## src/hdl/llq_pkg.sv

```systemverilog
// shared types and constants for the linked-list queue with free list
`default_nettype none
package llq_pkg;

    localparam int NODE_COUNT_DEF = 16;
    localparam int DATA_W         = 8;

    typedef enum logic [1:0] {
        OP_ENQ = 2'd0,
        OP_DEQ = 2'd1,
        OP_INS = 2'd2,
        OP_CLR = 2'd3
    } t_op;

    typedef enum logic [1:0] {
        ST_DONE  = 2'd0,
        ST_FULL  = 2'd1,
        ST_EMPTY = 2'd2
    } t_status;

    typedef enum logic [2:0] {
        S_INIT,
        S_IDLE,
        S_EXEC,
        S_FRONT,
        S_RESP
    } t_state;

endpackage
`default_nettype wire

```

## src/hdl/linked_list_queue_free_list.sv

```systemverilog
// byte queue as a linked list in a node store, free nodes on a second list
// each accepted request runs through the execute state, then strobes o_valid in the
//   result state; a dequeue that leaves bytes queued passes a front state between them
//   (extra data read); a new item can start in the strobe cycle, the link memory being
//   read at accept and written back in the execute state for each item
// reset: synchronous, active low; afterwards a sweep chains all nodes onto the free list,
//   busy stays high until the state machine has left its init state after the sweep;
//   receiver cannot stall
`default_nettype none
module linked_list_queue_free_list #(
    parameter int NODE_COUNT = llq_pkg::NODE_COUNT_DEF
) (
    input  wire logic                       i_clk,
    input  wire logic                       i_rst_n,
    input  wire logic                       start,
    output logic                            busy,
    input  wire logic [1:0]                 i_op,
    input  wire logic [llq_pkg::DATA_W-1:0] i_elem,
    output logic                            o_valid,
    output logic [1:0]                      o_status,
    output logic [llq_pkg::DATA_W-1:0]      o_front_byte,
    output logic                            o_is_empty,
    output logic                            o_is_full
);
    import llq_pkg::*;

    localparam int AW = $clog2(NODE_COUNT);
    localparam int LW = $clog2(NODE_COUNT + 1);
    localparam logic [LW-1:0] NULL_LINK = LW'(NODE_COUNT);
    localparam logic [LW-1:0] LAST_NODE = LW'(NODE_COUNT - 1);

    // links at or above the node count are all treated as null
    function automatic logic is_node(input logic [LW-1:0] idx);
        return idx < NULL_LINK;
    endfunction

    t_state            r_state;
    t_state            n_state;
    t_op               r_op;
    logic [DATA_W-1:0] r_elem;
    logic [LW-1:0]     r_head;
    logic [LW-1:0]     n_head;
    logic [LW-1:0]     r_tail;
    logic [LW-1:0]     n_tail;
    logic [LW-1:0]     r_free_head;
    logic [LW-1:0]     n_free_head;
    logic [DATA_W-1:0] r_front;
    logic [DATA_W-1:0] n_front;
    t_status           r_status;
    t_status           n_status;

    logic              accept;
    logic              init_busy;
    logic              need_front;

    // link memory port
    logic              link_rd_en;
    logic [AW-1:0]     link_rd_addr;
    logic [LW-1:0]     link_rd_data;
    logic              link_wr_en;
    logic [AW-1:0]     link_wr_addr;
    logic [LW-1:0]     link_wr_data;
    logic [LW-1:0]     next_link;

    // data memory port
    logic              data_rd_en;
    logic [AW-1:0]     data_rd_addr;
    logic [DATA_W-1:0] data_rd_data;
    logic              data_wr_en;
    logic [AW-1:0]     data_wr_addr;

    llq_link_mem #(
        .NODE_COUNT (NODE_COUNT)
    ) u_link_mem (
        .i_clk       (i_clk),
        .i_rst_n     (i_rst_n),
        .i_rd_en     (link_rd_en),
        .i_rd_addr   (link_rd_addr),
        .o_rd_data   (link_rd_data),
        .i_wr_en     (link_wr_en),
        .i_wr_addr   (link_wr_addr),
        .i_wr_data   (link_wr_data),
        .o_init_busy (init_busy)
    );

    llq_data_mem #(
        .NODE_COUNT (NODE_COUNT)
    ) u_data_mem (
        .i_clk     (i_clk),
        .i_rd_en   (data_rd_en),
        .i_rd_addr (data_rd_addr),
        .o_rd_data (data_rd_data),
        .i_wr_en   (data_wr_en),
        .i_wr_addr (data_wr_addr),
        .i_wr_data (r_elem)
    );

    assign accept = start && !busy;

    // at accept, fetch the link of the node the op works on:
    // queue front for dequeue, first free node otherwise
    always_comb begin
        if (t_op'(i_op) == OP_DEQ) begin
            link_rd_addr = r_head[AW-1:0];
            link_rd_en   = accept && is_node(r_head);
        end else begin
            link_rd_addr = r_free_head[AW-1:0];
            link_rd_en   = accept && is_node(r_free_head);
        end
    end

    assign next_link = is_node(link_rd_data) ? link_rd_data : NULL_LINK;

    // execute step: link read has landed, modify pointers and write back.
    // the tail's own link is never relied on: a one-node queue is found by head == tail
    always_comb begin
        n_head       = r_head;
        n_tail       = r_tail;
        n_free_head  = r_free_head;
        n_front      = r_front;
        n_status     = r_status;
        link_wr_en   = 1'b0;
        link_wr_addr = r_free_head[AW-1:0];
        link_wr_data = r_head;
        data_wr_en   = 1'b0;
        data_wr_addr = r_free_head[AW-1:0];
        data_rd_en   = 1'b0;
        data_rd_addr = next_link[AW-1:0];
        need_front   = 1'b0;
        if (r_state == S_EXEC) begin
            n_status = ST_DONE;
            case (r_op)
                OP_ENQ: begin
                    if (!is_node(r_free_head)) begin
                        n_status = ST_FULL;
                    end else begin
                        n_free_head = next_link;
                        data_wr_en  = 1'b1;
                        if (!is_node(r_head)) begin
                            n_head  = r_free_head;
                            n_front = r_elem;
                        end else if (is_node(r_tail)) begin
                            link_wr_en   = 1'b1;
                            link_wr_addr = r_tail[AW-1:0];
                            link_wr_data = r_free_head;
                        end
                        n_tail = r_free_head;
                    end
                end
                OP_DEQ: begin
                    if (!is_node(r_head)) begin
                        n_status = ST_EMPTY;
                    end else begin
                        link_wr_en   = 1'b1;
                        link_wr_addr = r_head[AW-1:0];
                        link_wr_data = r_free_head;
                        n_free_head  = r_head;
                        if (r_head == r_tail || !is_node(next_link)) begin
                            n_head = NULL_LINK;
                            n_tail = NULL_LINK;
                        end else begin
                            n_head     = next_link;
                            data_rd_en = 1'b1;
                            need_front = 1'b1;
                        end
                    end
                end
                OP_INS: begin
                    if (!is_node(r_free_head)) begin
                        n_status = ST_FULL;
                    end else begin
                        n_free_head  = next_link;
                        data_wr_en   = 1'b1;
                        link_wr_en   = 1'b1;
                        link_wr_data = r_head;
                        n_head       = r_free_head;
                        n_front      = r_elem;
                        if (!is_node(r_tail)) begin
                            n_tail = r_free_head;
                        end
                    end
                end
                default: begin
                    // clear: splice the whole queue in front of the free list
                    if (is_node(r_head) && is_node(r_tail)) begin
                        link_wr_en   = 1'b1;
                        link_wr_addr = r_tail[AW-1:0];
                        link_wr_data = r_free_head;
                        n_free_head  = r_head;
                    end
                    n_head = NULL_LINK;
                    n_tail = NULL_LINK;
                end
            endcase
        end else if (r_state == S_FRONT) begin
            n_front = data_rd_data;
        end
    end

    // next state
    always_comb begin
        n_state = r_state;
        unique case (r_state)
            S_INIT:  n_state = init_busy ? S_INIT : S_IDLE;
            S_IDLE:  n_state = start ? S_EXEC : S_IDLE;
            S_EXEC:  n_state = need_front ? S_FRONT : S_RESP;
            S_FRONT: n_state = S_RESP;
            S_RESP:  n_state = start ? S_EXEC : S_IDLE;
            default: n_state = S_INIT;
        endcase
    end

    // control outputs: a new item may enter while the result is shown
    always_comb begin
        busy    = 1'b1;
        o_valid = 1'b0;
        unique case (r_state)
            S_IDLE: begin
                busy = 1'b0;
            end
            S_RESP: begin
                busy    = 1'b0;
                o_valid = 1'b1;
            end
            default: begin
                busy    = 1'b1;
                o_valid = 1'b0;
            end
        endcase
    end

    always_ff @(posedge i_clk) begin
        if (!i_rst_n) begin
            r_state     <= S_INIT;
            r_head      <= NULL_LINK;
            r_tail      <= NULL_LINK;
            r_free_head <= LAST_NODE;
        end else begin
            r_state     <= n_state;
            r_head      <= n_head;
            r_tail      <= n_tail;
            r_free_head <= n_free_head;
        end
    end

    // item payload and result fields
    always_ff @(posedge i_clk) begin
        if (accept) begin
            r_op   <= t_op'(i_op);
            r_elem <= i_elem;
        end
        r_front  <= n_front;
        r_status <= n_status;
    end

    // result fields follow the pointer registers after the operation
    assign o_status     = r_status;
    assign o_is_empty   = !is_node(r_head);
    assign o_is_full    = !is_node(r_free_head);
    assign o_front_byte = is_node(r_head) ? r_front : '0;

    // head and tail are null together
    a_head_tail_null: assert property (@(posedge i_clk) disable iff (!i_rst_n)
        is_node(r_head) == is_node(r_tail))
        else $error("head and tail disagree on empty queue");

    // a queued node never sits at the free list head
    a_disjoint: assert property (@(posedge i_clk) disable iff (!i_rst_n)
        is_node(r_head) |-> (r_head != r_free_head))
        else $error("front node also on free list");

    // result strobe lasts a single cycle
    a_strobe_pulse: assert property (@(posedge i_clk) disable iff (!i_rst_n)
        o_valid |=> !o_valid)
        else $error("result strobe held");

    // a refused enqueue or insert leaves the store full
    a_full_status: assert property (@(posedge i_clk) disable iff (!i_rst_n)
        (o_valid && r_status == ST_FULL) |-> o_is_full)
        else $error("full status with free node");

    // a refused dequeue leaves the queue empty
    a_empty_status: assert property (@(posedge i_clk) disable iff (!i_rst_n)
        (o_valid && r_status == ST_EMPTY) |-> o_is_empty)
        else $error("empty status with queued byte");

endmodule
`default_nettype wire

```

## src/hdl/llq_data_mem.sv

```systemverilog
// node byte store: one write port, one registered read port
`default_nettype none
module llq_data_mem #(
    parameter int NODE_COUNT = llq_pkg::NODE_COUNT_DEF
) (
    input  wire logic                               i_clk,
    input  wire logic                               i_rd_en,
    input  wire logic [$clog2(NODE_COUNT)-1:0]      i_rd_addr,
    output logic      [llq_pkg::DATA_W-1:0]         o_rd_data,
    input  wire logic                               i_wr_en,
    input  wire logic [$clog2(NODE_COUNT)-1:0]      i_wr_addr,
    input  wire logic [llq_pkg::DATA_W-1:0]         i_wr_data
);
    import llq_pkg::*;

    logic [DATA_W-1:0] r_mem [NODE_COUNT];

    always_ff @(posedge i_clk) begin
        if (i_wr_en) begin
            r_mem[i_wr_addr] <= i_wr_data;
        end
    end

    always_ff @(posedge i_clk) begin
        if (i_rd_en) begin
            o_rd_data <= r_mem[i_rd_addr];
        end
    end

endmodule
`default_nettype wire

```

## src/hdl/llq_link_mem.sv

```systemverilog
// node link store with the power-up sweep that chains every node onto the free list
`default_nettype none
module llq_link_mem #(
    parameter int NODE_COUNT = llq_pkg::NODE_COUNT_DEF,
    localparam int AW = $clog2(NODE_COUNT),
    localparam int LW = $clog2(NODE_COUNT + 1)
) (
    input  wire logic          i_clk,
    input  wire logic          i_rst_n,
    input  wire logic          i_rd_en,
    input  wire logic [AW-1:0] i_rd_addr,
    output logic      [LW-1:0] o_rd_data,
    input  wire logic          i_wr_en,
    input  wire logic [AW-1:0] i_wr_addr,
    input  wire logic [LW-1:0] i_wr_data,
    output logic               o_init_busy
);

    localparam logic [LW-1:0] NULL_LINK = LW'(NODE_COUNT);
    localparam logic [AW-1:0] LAST_ADDR = AW'(NODE_COUNT - 1);

    logic [LW-1:0] r_mem [NODE_COUNT];
    logic          r_init_busy;
    logic          n_init_busy;
    logic [AW-1:0] r_init_cnt;
    logic [AW-1:0] n_init_cnt;
    logic          wr_en;
    logic [AW-1:0] wr_addr;
    logic [LW-1:0] wr_data;

    // sweep: node i links to i-1, node 0 holds null
    always_comb begin
        n_init_busy = r_init_busy;
        n_init_cnt  = r_init_cnt;
        if (r_init_busy) begin
            if (r_init_cnt == LAST_ADDR) begin
                n_init_busy = 1'b0;
            end else begin
                n_init_cnt = r_init_cnt + AW'(1);
            end
        end
    end

    always_comb begin
        if (r_init_busy) begin
            wr_en   = 1'b1;
            wr_addr = r_init_cnt;
            wr_data = (r_init_cnt == '0) ? NULL_LINK : LW'(r_init_cnt - AW'(1));
        end else begin
            wr_en   = i_wr_en;
            wr_addr = i_wr_addr;
            wr_data = i_wr_data;
        end
    end

    always_ff @(posedge i_clk) begin
        if (!i_rst_n) begin
            r_init_busy <= 1'b1;
            r_init_cnt  <= '0;
        end else begin
            r_init_busy <= n_init_busy;
            r_init_cnt  <= n_init_cnt;
        end
    end

    always_ff @(posedge i_clk) begin
        if (wr_en) begin
            r_mem[wr_addr] <= wr_data;
        end
    end

    always_ff @(posedge i_clk) begin
        if (i_rd_en) begin
            o_rd_data <= r_mem[i_rd_addr];
        end
    end

    assign o_init_busy = r_init_busy;

endmodule
`default_nettype wire
```

## config.mk

```make
export PLATFORM = sky130hd
export DESIGN_NAME = linked_list_queue_free_list
export DESIGN_NICKNAME = d
export VERILOG_FILES = /design/src/hdl/llq_pkg.sv /design/src/hdl/linked_list_queue_free_list.sv /design/src/hdl/llq_data_mem.sv /design/src/hdl/llq_link_mem.sv
export SDC_FILE = /design/constraint.sdc
export NUM_CORES = 1
export LEC_CHECK = 0
export BUFFER_PORTS_ARGS = -buffer_cell sky130_fd_sc_hd__clkbuf_2
export CELL_PAD_IN_SITES_DETAIL_PLACEMENT = 1
export CELL_PAD_IN_SITES_GLOBAL_PLACEMENT = 1
export CORE_ASPECT_RATIO = 1.1
export CORE_UTILIZATION = 47
export CTS_CLUSTER_SIZE = 10
export DETAILED_ROUTE_END_ITERATION = 8
export GPL_ROUTABILITY_DRIVEN = 0
export GPL_TIMING_DRIVEN = 0
export PLACE_DENSITY_LB_ADDON = 0.1
export SLEW_MARGIN = 5
export SYNTH_ARGS = -nofsm -noshare
export SYNTH_HDL_FRONTEND = slang
export SYNTH_SLANG_ARGS = --single-unit
```

## constraint.sdc

```tcl
create_clock -name i_clk -period 2.8 [get_ports i_clk]
set_clock_uncertainty 0.05 [all_clocks]
set_input_delay 0.14 -clock i_clk [delete_from_list [all_inputs] [get_ports i_clk]]
set_output_delay 0.14 -clock i_clk [all_outputs]
set_load 0.02 [all_outputs]
```

==> metrics.csv <==
metric;value;unit
fin_crit_sh;0.976;
core_area;0.0236;sq mm
power_frac_seq;0.538;
layout-drive-gt1-share;0.205;
intPower;6.41;mW
grt_pass1_vias;7669;
start_util;0.479;
die_area;0.0247;sq mm
arrival;2.94;ns
cts.sinks;264;
slew_headroom;0.444;
synth.distinct_cells;61;
htreeDepth;1;
synth.area.top_cells;edfxtp_1, dfxtp_1, mux2_2;
grt_pass1_wl;45000;microns
cts_buffers;30;
synth_largest_area_cell;edfxtp_1;
setup_viol;0;
clock_latency;0.55;ns
clock_power_share;0.425;
worst-path-max-fanout;8;
start_kind;flip-flop;
rows;59;
antenna_cells;0;
port_buffers;25;
power.total;8.07;mW
switching_power;1.66;mW
grt-ovfl-total;0;
p_leak;4.52;nW
ys_seq_elements;264;
netSwitchingFraction;0.206;
io_pins;27;
cts_root_buffer;clkbuf_16;
wirelength;29900;microns
synthFlopType;edfxtp_1;
synthesis.area;0.0113;sq mm
drtIter0Drc;447;
clockBufferDepth;3;
track_usage;0.249;
grt_antenna_before_repair;0;
synth_top_area_frac;0.640;
wl_per_cell;23.9;microns
synth_edf_count;241;
hold_path.class;in2reg;
p_comb_frac;0.037;
final_nets;947;
worst_pin_slew;0.833;ns
dp_slack;-0.696;ns
setup_ws;0.0660;ns
die_h;165;microns
synth_nets;870;
vias_per_cell;5.88;
yosysWarnings;0;
drc;0;
max_cap_viol_count;0;
critical_path_class;reg2reg;
syn_inst;854;
ir_drop;458;uV
end_kind;flip-flop;
ys_async_sr_fraction;0;
area_growth;17.2;%
detailroute.via_count;7333;
rsz0062_at_grt;true;
fp.dieW;150;microns
powerDensity;609;mW/mm^2
ant_nets;0;
post-route-min-period;2.73;ns
syn_area_per_cell;13.2;sq um
crit_required;3.01;ns
dp_hpwl;21000;microns
hold_viol;0;
fmax;366;MHz
drv_slew;0;
status;finished clean;
synth-seq-area-share;0.681;
drtPass1Iterations;5;
cts_tree;built;
clkSlewWorstSetupHoldPaths;0.06;ns
grt_start_max_net_pins;18;
==> per-layer routing <==
layer	vias to the layer above	part of all wire	track usage
met1	3734	0.41	0.305
met4	0	0.033	0.0983
met2	159	0.52	0.444
met5	-	0	0
met3	66	0.035	0.0340
li1	3374	-	-
==> synth_stat cells (all sizes together), types with 4 or more instances <==
master / number
a211o: 4
a211oi: 4
a21o: 4
a21oi: 43
a221oi: 18
a22o: 10
a31oi: 7
a32o: 8
a32oi: 5
and2: 5
buf: 13
clkbuf: 43
dfxtp: 23
edfxtp: 241
inv: 10
mux2: 38
mux2i: 31
mux4: 5
nand2: 104
nand2b: 13
nand3: 22
nor2: 66
nor2b: 19
nor3: 12
o211ai: 12
o21ai: 44
o22ai: 4
or2: 4
xor2: 5
==> timing repair <==
| action | 4_1_cts | 5_1_grt |
|---|---|---|
| setup endpoints to repair | 245 | 224 |
| hold endpoints to repair | 10 | 0 |
| hold buffers | 10 | 0 |
| pin swaps | 2 | 7 |
| gates resized for setup | 64 | 35 |
| setup buffers | 0 | 7 |
==> kinds of logic after synthesis <==
logic type | share of synthesized area
flops | 0.681
simple gates | 0.103
compound gates | 0.109
mux | 0.0756
buf+inv | 0.0238
xor+xnor | 0.00542
fa+ha+maj | 0.00332
==> worst max-delay path: stages (launching register included) <==
cell and delay, ns:
dfxtp_1 0.31, buf_6 0.13, or3b_1 0.37, clkbuf_2 0.21, or3_4 0.47, nor2_1 0.19, nand3_2 0.28, nor3_4 0.24
buf_4 0.20
==> path summary, 6_finish.rpt <==
| kind | to | cells after the start | slack, ns | start |
|---|---|---|---|---|
| hold reg to reg | r_front[7] | 2 | 0.47 | u_data_mem.o_rd_data[7] |
| hold / removal | r_tail[0] | 3 | 0.02 | i_rst_n |
| setup reg to reg | u_data_mem.r_mem[3][1] | 8 | 0.07 | r_state[0] |
| setup / recovery | u_data_mem.r_mem[3][1] | 8 | 0.07 | r_state[0] |
==> flip-flops by register name (all words and copies together) (netlist names) <==
signal and cells:
u_data_mem.r_mem 128, r_free_head 5, r_state 3, r_elem 8
u_link_mem.o_init_busy 1, r_tail 5, u_data_mem.o_rd_data 8, r_op 2
u_link_mem.o_rd_data 5, u_link_mem.r_mem 80, o_status 2, r_front 8
r_head 5, u_link_mem.r_init_cnt 4
==> power by group through the flow <==
stage,registers (mW),clock network [mW],logic (mW)
floorplan,4.42,0,0.153
global route,4.34,3.62,0.327
CTS,4.34,3.49,0.296
detailed placement,4.42,0,0.261
global placement,4.42,0,0.240
finish,4.34,3.43,0.302
==> cell usage in the layout (no fill, tap or decap), types with 3 or more instances in the layout <==
cell           synthesis  layout
nor2b_1               19      19
o21ai_1                2       5
nor2_1                66      38
nand2b_2               0       3
nand3_1               22      21
a22o_1                10      10
dlygate4sd3_1          0      10
a21o_1                 4       4
a32o_1                 8       8
clkbuf_16              0      31
a221oi_1              18      15
clkbuf_1              42      48
o22ai_1                4       4
o21ai_0               42      39
a32oi_1                5       5
a21oi_1               43      42
nor2_2                 0       6
o211ai_1              12      12
nor3_4                 0       3
edfxtp_1             241     241
mux2i_1               30      29
nor2_4                 0      22
a211o_1                4       4
a31oi_1                7       6
dfxtp_1               23      22
mux2_2                38      38
buf_2                  7       8
inv_1                 10       9
and2_1                 5       5
nand4_1                3       3
buf_1                  5       4
clkbuf_2               1      29
nand2b_1              13       8
mux4_2                 5       5
nor3_1                12       7
xor2_1                 5       5
buf_4                  0       9
nand2_1              104     102
==> final cells by class <==
type	count	area (sq um)
fillers	2321	10400
flip-flops and latches	264	7700
multi-input cells	523	3740
clock buffers	42	817
well taps	305	382
repair buffers	46	333
plain buffers	55	233
inverters	11	45.0
clock inverters	2	8.76
==> stage by stage <==
step	util	TNS [ns]	instance area, sq um	std cells	hold WS [ns]
after global routing	0.561	-0.0209	13300	1248	0.0308
final	0.561	0	13300	1248	0.0211
after global placement	0.500	-131.25	11800	1184	0.269
after CTS	0.551	-3.66	13000	1241	0.00474
after detailed placement	0.502	-74.17	11900	1188	0.270
after floorplan	-	-0.349	11300	854	0.189
No activity file was read; power rests on OpenSTA's default activity.
